--- config.mk ---
export PLATFORM = sky130hd
export DESIGN_NAME = bmc_ctrl
export DESIGN_NICKNAME = d
export VERILOG_FILES = /design/src/hw/rtl/bmc_pkg.sv /design/src/hw/rtl/bmc_ctrl.sv
export SDC_FILE = /design/constraint.sdc
export NUM_CORES = 1
export LEC_CHECK = 0
export BUFFER_PORTS_ARGS = -buffer_cell sky130_fd_sc_hd__clkbuf_2
export CAP_MARGIN = 10
export CORE_MARGIN = 3
export CORE_UTILIZATION = 62
export CTS_BUF_LIST = sky130_fd_sc_hd__clkbuf_4 sky130_fd_sc_hd__clkbuf_8
export DETAILED_ROUTE_END_ITERATION = 8
export PLACE_DENSITY = 0.81
export SLEW_MARGIN = 40
export SYNTH_ARGS = -nofsm -noshare
export SYNTH_HDL_FRONTEND = slang
export SYNTH_SLANG_ARGS = --single-unit
--- constraint.sdc ---
create_clock -name clk -period 5.15 [get_ports clk]
set_input_delay 0.2575 -clock clk [delete_from_list [all_inputs] [get_ports clk]]
set_output_delay 0.2575 -clock clk [all_outputs]
set_load 0.01 [all_outputs]
--- src/hw/rtl/bmc_pkg.sv ---
// shared types and constants for the 3x3 binary closing block
`timescale 1ns / 1ps
`default_nettype none

package bmc_pkg;

	localparam int MAX_WIDTH_DEF   = 1024;
	localparam int PIXEL_BITS      = 8;
	localparam int MAX_HEIGHT      = 4096;
	localparam int MIN_SIZE        = 3;
	localparam int WIDTH_REG_BITS  = 11;
	localparam int HEIGHT_REG_BITS = 13;
	localparam int ROW_BITS        = 13;
	localparam int CFG_DATA_BITS   = 13;
	localparam int CFG_IDX_BITS    = 1;
	localparam int WIDTH_RESET     = 640;
	localparam int HEIGHT_RESET    = 480;

	localparam logic [PIXEL_BITS-1:0] PIX_MAX  = '1;
	localparam logic [PIXEL_BITS-1:0] PIX_ZERO = '0;

	// request kinds carried on tuser
	localparam logic REQ_PIXEL = 1'b0;
	localparam logic REQ_FLUSH = 1'b1;

	typedef enum logic [CFG_IDX_BITS-1:0] {
		REG_IMAGE_WIDTH  = 1'b0,
		REG_IMAGE_HEIGHT = 1'b1
	} cfg_reg_t;

	typedef enum logic {
		OP_DILATE = 1'b0,
		OP_ERODE  = 1'b1
	} op_t;

	// per-step flags handed from the position counters down the window chain
	typedef struct packed {
		logic d_border;
		logic e_border;
		logic emit;
		logic last;
	} step_info_t;

endpackage

`default_nettype wire

--- src/hw/rtl/bmc_ctrl.sv ---
// frame position counters, size registers and input stage of the closing block
`timescale 1ns / 1ps
`default_nettype none

module bmc_ctrl #(
	parameter int MAX_WIDTH = bmc_pkg::MAX_WIDTH_DEF
) (
	input  wire                                    clk,
	input  wire                                    arst_n,
	input  wire                                    cfg_we,
	input  wire  [bmc_pkg::CFG_IDX_BITS-1:0]       cfg_index,
	input  wire  [bmc_pkg::CFG_DATA_BITS-1:0]      cfg_data,
	input  wire                                    s_tvalid,
	input  wire                                    s_tuser,
	input  wire  [bmc_pkg::PIXEL_BITS-1:0]         s_tdata,
	input  wire                                    en,
	output logic                                   restart,
	output logic [$clog2(MAX_WIDTH)-1:0]           w_m1,
	output logic                                   valid_s1,
	output logic [bmc_pkg::PIXEL_BITS-1:0]         pix_s1,
	output bmc_pkg::step_info_t                    info_s1
);
	import bmc_pkg::*;

	localparam int WW = $clog2(MAX_WIDTH + 1);
	localparam int AW = $clog2(MAX_WIDTH);

	logic [WIDTH_REG_BITS-1:0]  width_q;
	logic [HEIGHT_REG_BITS-1:0] height_q;
	logic [WW-1:0]              w_eff;
	logic [WW-1:0]              w_last;
	logic [ROW_BITS-1:0]        h_eff;
	logic [ROW_BITS-1:0]        h_last;

	logic [WW-1:0]       qc_q, dc_q, ec_q;
	logic [ROW_BITS-1:0] qr_q, dr_q, er_q;

	logic       pix_phase;
	logic       is_pixel;
	logic       go;
	logic       d_on;
	logic       e_on;
	step_info_t info;

	// clamp the programmed size into the supported range
	always_comb begin
		if (width_q < WIDTH_REG_BITS'(MIN_SIZE)) begin
			w_eff = WW'(MIN_SIZE);
		end else if (32'(width_q) > MAX_WIDTH) begin
			w_eff = WW'(MAX_WIDTH);
		end else begin
			w_eff = WW'(width_q);
		end
		if (height_q < HEIGHT_REG_BITS'(MIN_SIZE)) begin
			h_eff = ROW_BITS'(MIN_SIZE);
		end else if (32'(height_q) > MAX_HEIGHT) begin
			h_eff = ROW_BITS'(MAX_HEIGHT);
		end else begin
			h_eff = ROW_BITS'(height_q);
		end
		w_last = w_eff - WW'(1);
		h_last = h_eff - ROW_BITS'(1);
	end

	assign w_m1    = AW'(w_last);
	assign restart = cfg_we;

	always_comb begin
		pix_phase = qr_q < h_eff;
		is_pixel  = s_tuser == REQ_PIXEL;
		// early flushes are taken and dropped; anything after the last pixel drains
		go        = s_tvalid && en && (is_pixel || !pix_phase);
		// step index has reached w+1 and 2w+2
		d_on      = (qr_q >= ROW_BITS'(2)) || (qr_q == ROW_BITS'(1) && qc_q != '0);
		e_on      = (qr_q >= ROW_BITS'(3)) || (qr_q == ROW_BITS'(2) && qc_q >= WW'(2));
		info.d_border = (dr_q == '0) || (dr_q >= h_last) || (dc_q == '0) || (dc_q == w_last);
		info.e_border = (er_q == '0) || (er_q >= h_last) || (ec_q == '0) || (ec_q == w_last);
		info.emit     = e_on;
		info.last     = e_on && (er_q == h_last) && (ec_q == w_last);
	end

	always_ff @(posedge clk or negedge arst_n) begin
		if (!arst_n) begin
			width_q  <= WIDTH_REG_BITS'(WIDTH_RESET);
			height_q <= HEIGHT_REG_BITS'(HEIGHT_RESET);
			qc_q     <= '0;
			qr_q     <= '0;
			dc_q     <= '0;
			dr_q     <= '0;
			ec_q     <= '0;
			er_q     <= '0;
			valid_s1 <= 1'b0;
		end else if (cfg_we) begin
			unique case (cfg_reg_t'(cfg_index))
				REG_IMAGE_WIDTH:  width_q  <= cfg_data[WIDTH_REG_BITS-1:0];
				REG_IMAGE_HEIGHT: height_q <= cfg_data[HEIGHT_REG_BITS-1:0];
				default:          ;
			endcase
			qc_q     <= '0;
			qr_q     <= '0;
			dc_q     <= '0;
			dr_q     <= '0;
			ec_q     <= '0;
			er_q     <= '0;
			valid_s1 <= 1'b0;
		end else if (en) begin
			valid_s1 <= go;
			if (go) begin
				if (info.last) begin
					qc_q <= '0;
					qr_q <= '0;
					dc_q <= '0;
					dr_q <= '0;
					ec_q <= '0;
					er_q <= '0;
				end else begin
					if (qc_q == w_last) begin
						qc_q <= '0;
						qr_q <= qr_q + ROW_BITS'(1);
					end else begin
						qc_q <= qc_q + WW'(1);
					end
					if (d_on) begin
						if (dc_q == w_last) begin
							dc_q <= '0;
							dr_q <= dr_q + ROW_BITS'(1);
						end else begin
							dc_q <= dc_q + WW'(1);
						end
					end
					if (e_on) begin
						if (ec_q == w_last) begin
							ec_q <= '0;
							er_q <= er_q + ROW_BITS'(1);
						end else begin
							ec_q <= ec_q + WW'(1);
						end
					end
				end
			end
		end
	end

	always_ff @(posedge clk) begin
		if (en && go) begin
			pix_s1  <= s_tdata;
			info_s1 <= info;
		end
	end

endmodule

`default_nettype wire

## Word-level counts from Yosys, hierarchy flattened

Cells that the tools add are included.

- Bitwise operators: 2
- Reduce and logical (&&, ||, !) cells: 37
- Eq/ne operators: 6
- Add/sub/neg operators: 8
- Order comparisons: 10
- Multiplexer cells: 40

Operators by type and width:

| kind | number |
|---|---|
| $mux W13 | 19 |
| $mux W11 | 19 |
| $add A13 B1 Y13 const B | 3 |
| $add A11 B1 Y11 const B | 3 |
| $eq A11 B11 Y1 | 3 |
| $ge A13 B13 Y1 | 2 |
| $ge A13 B2 Y1 const B | 2 |
| $logic_not A13 Y1 | 2 |
| $logic_not A11 Y1 | 2 |
| $reduce_bool A3 Y1 | 5 |
| $eq A13 B1 Y1 const B | 1 |
| $eq A13 B13 Y1 | 1 |
| $eq A13 B2 Y1 const B | 1 |
| $gt A13 B13 Y1 const B | 1 |
| $lt A13 B13 Y1 | 1 |
| $lt A13 B2 Y1 const B | 1 |
| $sub A13 B1 Y13 const B | 1 |
| $ge A11 B2 Y1 const B | 1 |
| $gt A11 B11 Y1 const B | 1 |
| $lt A11 B2 Y1 const B | 1 |
| $reduce_bool A11 Y1 | 1 |
| $sub A11 B1 Y11 const B | 1 |
| $logic_or A1 B1 Y1 | 9 |
| $reduce_and A3 Y1 | 3 |
| 7 further kinds | 19 |

- Bits in registers: 109
- Output and inout port bits: 24
- Word-level logic and storage cells: 117

## Longest topological paths before layout

- Depth after elaboration: 11
- Gate-level depth with buffers: 22

## Worst setup path before layout

Ideal clock, no wire load.

- Path type: register to register
- Start: register height_q[5]
- End: register dr_q[2]
- Data arrival time: 4.280 ns
- Library setup time: 0.126 ns
- Stages on the path, launching flop included: 23
- Clock period less this slack: 4.406 ns
- Path slack: 0.744 ns
- Data required time: 5.024 ns
- Path through: dfstp_2 > clkbuf_1 > nor4_1 > and3_1 > clkbuf_1 > o21ai_0 > ha_1 > clkbuf_1 > o21ai_0 > nor4_1 > o22a_1 > ha_1 > nand4_1 > nor4_1 > mux2_2 > nand4b_1 > nor4_4 > buf_6 > a21oi_4 > buf_6 > clkbuf_1 > o21ai_0 > a21oi_1

- Word-level cells in the longest chain between the ends: 11
- Elaborated cells on any way between the ends: 20

Ends and longest elaborated chain:

| element | RTL line | RTL |
|---|---|---|
| start: declaration | bmc_ctrl.sv:29 | `logic [HEIGHT_REG_BITS-1:0] height_q;` |
| start signal: assignment | bmc_ctrl.sv:85 | `height_q <= HEIGHT_REG_BITS'(HEIGHT_RESET);` |
| start signal: assignment | bmc_ctrl.sv:96 | `REG_IMAGE_HEIGHT: height_q <= cfg_data[HEIGHT_REG_BITS-1:0];` |
| $gt A13 B13 Y1 | bmc_ctrl.sv:56 | `end else if (32'(height_q) > MAX_HEIGHT) begin` |
| $mux W13 | bmc_ctrl.sv:56 |  |
| $mux W13 * | bmc_ctrl.sv:54 | `if (height_q < HEIGHT_REG_BITS'(MIN_SIZE)) begin` |
| $sub A13 B1 Y13 | bmc_ctrl.sv:62 | `h_last = h_eff - ROW_BITS'(1);` |
| $eq A13 B13 Y1 | bmc_ctrl.sv:79 | `info.last = e_on && (er_q == h_last) && (ec_q == w_last);` |
| $logic_and A1 B1 Y1 (2 in a row) | bmc_ctrl.sv:79 |  |
| $mux W13 | bmc_ctrl.sv:109 | `if (info.last) begin` |
| $mux W13 | bmc_ctrl.sv:108 | `if (go) begin` |
| $mux W13 | bmc_ctrl.sv:106 | `end else if (en) begin` |
| $mux W13 | bmc_ctrl.sv:93 | `end else if (cfg_we) begin` |
| end signal: assignment | bmc_ctrl.sv:126 | `dr_q <= dr_q + ROW_BITS'(1);` |
| end: declaration | bmc_ctrl.sv:36 | `logic [ROW_BITS-1:0] qr_q, dr_q, er_q;` |

Mark *: on every way between the ends. The rest lies on a longest branch, timed or not. The select of a mux whose other input is x is not followed.
A chain may end at the register's enable or synchronous reset.

## Worst setup path after layout

- Start: register width_q[8]
- End: register qr_q[7]

- Word-level cells in the longest chain between the ends: 10
- Elaborated cells on any way between the ends: 14

Ends and longest elaborated chain:

| element | RTL line | RTL |
|---|---|---|
| start: declaration | bmc_ctrl.sv:28 | `logic [WIDTH_REG_BITS-1:0] width_q;` |
| start signal: assignment | bmc_ctrl.sv:84 | `width_q <= WIDTH_REG_BITS'(WIDTH_RESET);` |
| start signal: assignment | bmc_ctrl.sv:95 | `REG_IMAGE_WIDTH: width_q <= cfg_data[WIDTH_REG_BITS-1:0];` |
| $gt A11 B11 Y1 | bmc_ctrl.sv:49 | `end else if (32'(width_q) > MAX_WIDTH) begin` |
| $mux W11 | bmc_ctrl.sv:49 |  |
| $mux W11 * | bmc_ctrl.sv:47 | `if (width_q < WIDTH_REG_BITS'(MIN_SIZE)) begin` |
| $sub A11 B1 Y11 * | bmc_ctrl.sv:61 | `w_last = w_eff - WW'(1);` |
| $eq A11 B11 Y1 | bmc_ctrl.sv:79 |  |
| $logic_and A1 B1 Y1 | bmc_ctrl.sv:79 |  |
| $mux W13 | bmc_ctrl.sv:109 |  |
| $mux W13 | bmc_ctrl.sv:108 |  |
| $mux W13 | bmc_ctrl.sv:106 |  |
| $mux W13 | bmc_ctrl.sv:93 |  |
| end signal: assignment | bmc_ctrl.sv:119 | `qr_q <= qr_q + ROW_BITS'(1);` |
| end: declaration | bmc_ctrl.sv:36 |  |

Marked as above.

==> impl_metrics.ini <==
[outcome]
outcome = completed

[clock_network]
cts_tree = built
clock_path_buffers = 2
clkLatencyLatePin_ns = 0.40
cts_buffers = 9
h-tree-depth = 3
ctsRootBufferMaster = clkbuf_8
cts.clk_slew.worst_paths_ns = 0.10
clock-sinks = 109

[route]
drtAntennaViolNets = 0
drc = 0
dr.pass1.iters = 8
routedWlPerCell_um = 19.65
dr.first_iter.drc_count = 1050
wl_um = 22720
vias = 7805
routed_via_density = 6.752

[floorplan]
start_util = 0.6408
core_area_sq_mm = 0.01277
dieArea_sq_mm = 0.01462
die_x_um = 120.9
die_y_um = 120.9
io-pin-count = 52
rows = 41

[job]
cap_violations = 0

[final_layout]
final_cells = 1156
final_nets = 1053
fillers = 1050
area_growth_pct = 7.230
diodes = 0
layout-drive-gt1-share = 0.1443

[yosys]
syn-num-nets = 1031
yosysSeqAreaShare = 0.3415
avgSynthCellArea_sq_um = 8.553
ys_types = 81
yosys.cell_count.top_type = dfrtp_1
yosysWarnings = 0
syn-instance-count = 957
synth-seq-cells = 109
yosysTopAreaCellShare = 0.2782
synth_area_leader_cell = dfrtp_1
synthFlopType = dfrtp_1
syn_area_sq_mm = 0.008185
synth_edf_count = 12
synthTopCellsByArea = dfrtp_1 (28%), ha_1 (7.0%), o21ai_0 (4.5%)
synth_async_sr_flop_share = 0.8899
synthTopCellsByCount = dfrtp_1 (91), o21ai_0 (74), nand2_1 (69)

[power_and_ir_drop]
pwr-share-seq = 0.422
p_int_mw = 1.537
leakagePower_nw = 3.647
p_clk_frac = 0.243
p_switching_mw = 0.9225
power_frac_comb = 0.334
p_sw_frac = 0.3750
cellPowerDensity_mw_per_mm2 = 280.3
vdd_drop_max_v = 0.0002085

[sta]
max_slew_margin = 0.4455
finalSetupTns_ns = 0
final.period_utilization = 0.9235
worst_pin_slew_ns = 0.8299
setup_viol = 0
rsz0062_at_grt = false
fmaxAchievable_mhz = 210.3
finalCriticalPeriod_ns = 4.756
slew_violations = 0
hold_viol = 0
hold_ws_ns = 0.03360
fin_skew_ns = 0.01556

[critical_path]
arrival_ns = 5.09
cp.required_ns = 5.48
crit_type = reg2reg
cp-end-kind = flip-flop
critPathLaunchType = flip-flop
cp_max_fo = 19

[global_route]
grtUsageMet2 = 0.4776
antenna_found_initial = 0
global_route.usage.met3 = 0.05641
overflow = 0
grt_first_pass_wirelength_um = 36510
grt_max_degree = 56
busiest_layer = met2
use_met1 = 0.4627
grt_use_total = 0.3119
first_global_vias = 6962

[placed_design]
hpwl_um = 16740
io_buffer_count = 51
dpl.cell_count = 1139
place.gp.congestion = 1.022

[worst_hold_path]
hp-class = in2reg
==> per-stage QoR <==
stage	total power [mW]	cell area, sq um	util	setup slack (ns)
final	2.460	8777	0.6871	0.3942
after global routing	2.593	8777	0.6871	0.01624
after CTS	2.444	8770	0.6866	0.3320
after detailed placement	1.849	8538	0.6684	0.3585
after global placement	1.836	8536	0.6682	0.4588
after floorplan	1.594	8185	-	0.7444
==> logic make-up (layout without fill, tap and decap cells) <==
| family | Yosys count | in the layout | synth area share |
|---|---|---|---|
| compound gates | 258 | 258 | 0.2085 |
| xor+xnor | 31 | 31 | 0.03317 |
| fa+ha+maj | 47 | 47 | 0.07154 |
| buf+inv | 92 | 119 | 0.04616 |
| flops | 109 | 109 | 0.3415 |
| mux | 28 | 28 | 0.03791 |
| simple gates | 392 | 392 | 0.2612 |
==> cell usage in the layout (no fill, tap or decap), types with 5 or more instances in the layout <==
master | netlist | routed
o21a_1 | 17 | 17
or4_1 | 19 | 19
nor4b_1 | 5 | 5
o22ai_1 | 7 | 7
o211ai_1 | 6 | 6
o21ai_0 | 74 | 72
dfstp_2 | 6 | 6
a22oi_1 | 7 | 7
and2_1 | 8 | 8
nor2_1 | 60 | 59
nand2_1 | 69 | 69
nor2b_1 | 18 | 17
nand4_1 | 18 | 18
ha_1 | 46 | 46
nor4_1 | 23 | 23
nand2b_1 | 20 | 20
or3_1 | 22 | 22
nand3_1 | 46 | 46
clkbuf_8 | 0 | 9
inv_1 | 33 | 33
clkbuf_2 | 0 | 50
a31oi_1 | 6 | 6
a211oi_1 | 12 | 11
dfrtp_1 | 91 | 91
nor3_1 | 34 | 34
buf_4 | 1 | 18
a21oi_1 | 51 | 51
edfxtp_1 | 12 | 12
or2_2 | 9 | 9
a21o_1 | 12 | 12
xnor2_1 | 20 | 20
o31ai_1 | 14 | 14
mux2_2 | 24 | 24
nor3b_1 | 6 | 6
and3_1 | 18 | 18
xor2_1 | 11 | 11
==> metal layers <==
layer	part of all wire	wire length, um
met1	0.45	10210
met2	0.45	10170
met3	0.087	1978
met4	0.016	363
met5	0	0
==> worst paths after layout <==
path	startpoint	slack, ns	depth (start not counted)	to
worst max-delay path	width_q[8]	0.39	15	qr_q[7]
worst min-delay path	s_tdata[0]	0.03	1	pix_s1[0]
worst max register to register	width_q[8]	0.39	15	qr_q[7]
worst min register to register	dr_q[0]	0.54	1	dr_q[0]
max in group asynchronous	arst_n	3.61	3	height_q[7]
min in group asynchronous	arst_n	0.46	2	dr_q[0]
==> what timing repair did <==
action	in CTS	in global routing
gates resized for setup	0	2
buffers inserted	0	0
endpoints found under the hold margin	54	0
hold buffers	1	0
setup endpoints to repair	0	24
==> registers in the layout, summed over array words and instances, names as in the netlist, 11 cells and up <==
signal and flops:
qr_q 13, ec_q 11, width_q 11, dr_q 13
height_q 13, er_q 13, dc_q 11, qc_q 11
==> cell type report <==
cell class	count	area [sq um]	area share
clock buffer	9	123.9	0.01411
clock inverter	7	97.59	0.01112
inverter	34	127.6	0.01454
multi-input combinational	756	5022	0.5722
sequential	109	2795	0.3185
tap	172	215.2	0.02452
timing repair buffer	69	395.4	0.04505
==> power groups by stage <==
stage          sequential, mW  combinational [mW]  clock [mW]
5_1_grt                  1.05               0.902       0.645
3_3_place_gp             1.05               0.788           0
4_1_cts                  1.03               0.804       0.607
2_1_floorplan            1.01               0.588           0
3_5_place_dp             1.05               0.799           0
6_report                 1.04               0.823       0.599
==> worst max-delay path, stage by stage, from the launching register on <==
cell and delay, ns:
dfrtp_1 0.41, buf_4 0.20, nor4_1 0.52, a21o_1 0.26, nand2_1 0.09, ha_1 0.38
nor2b_1 0.26, and3_1 0.27, o21ai_0 0.24, nand2_1 0.09, or4_4 0.55, nor4_4 0.27
buf_4 0.27, nor2_2 0.10, nor2_1 0.51, a32o_1 0.27
(Power assumes the default switching activity.)
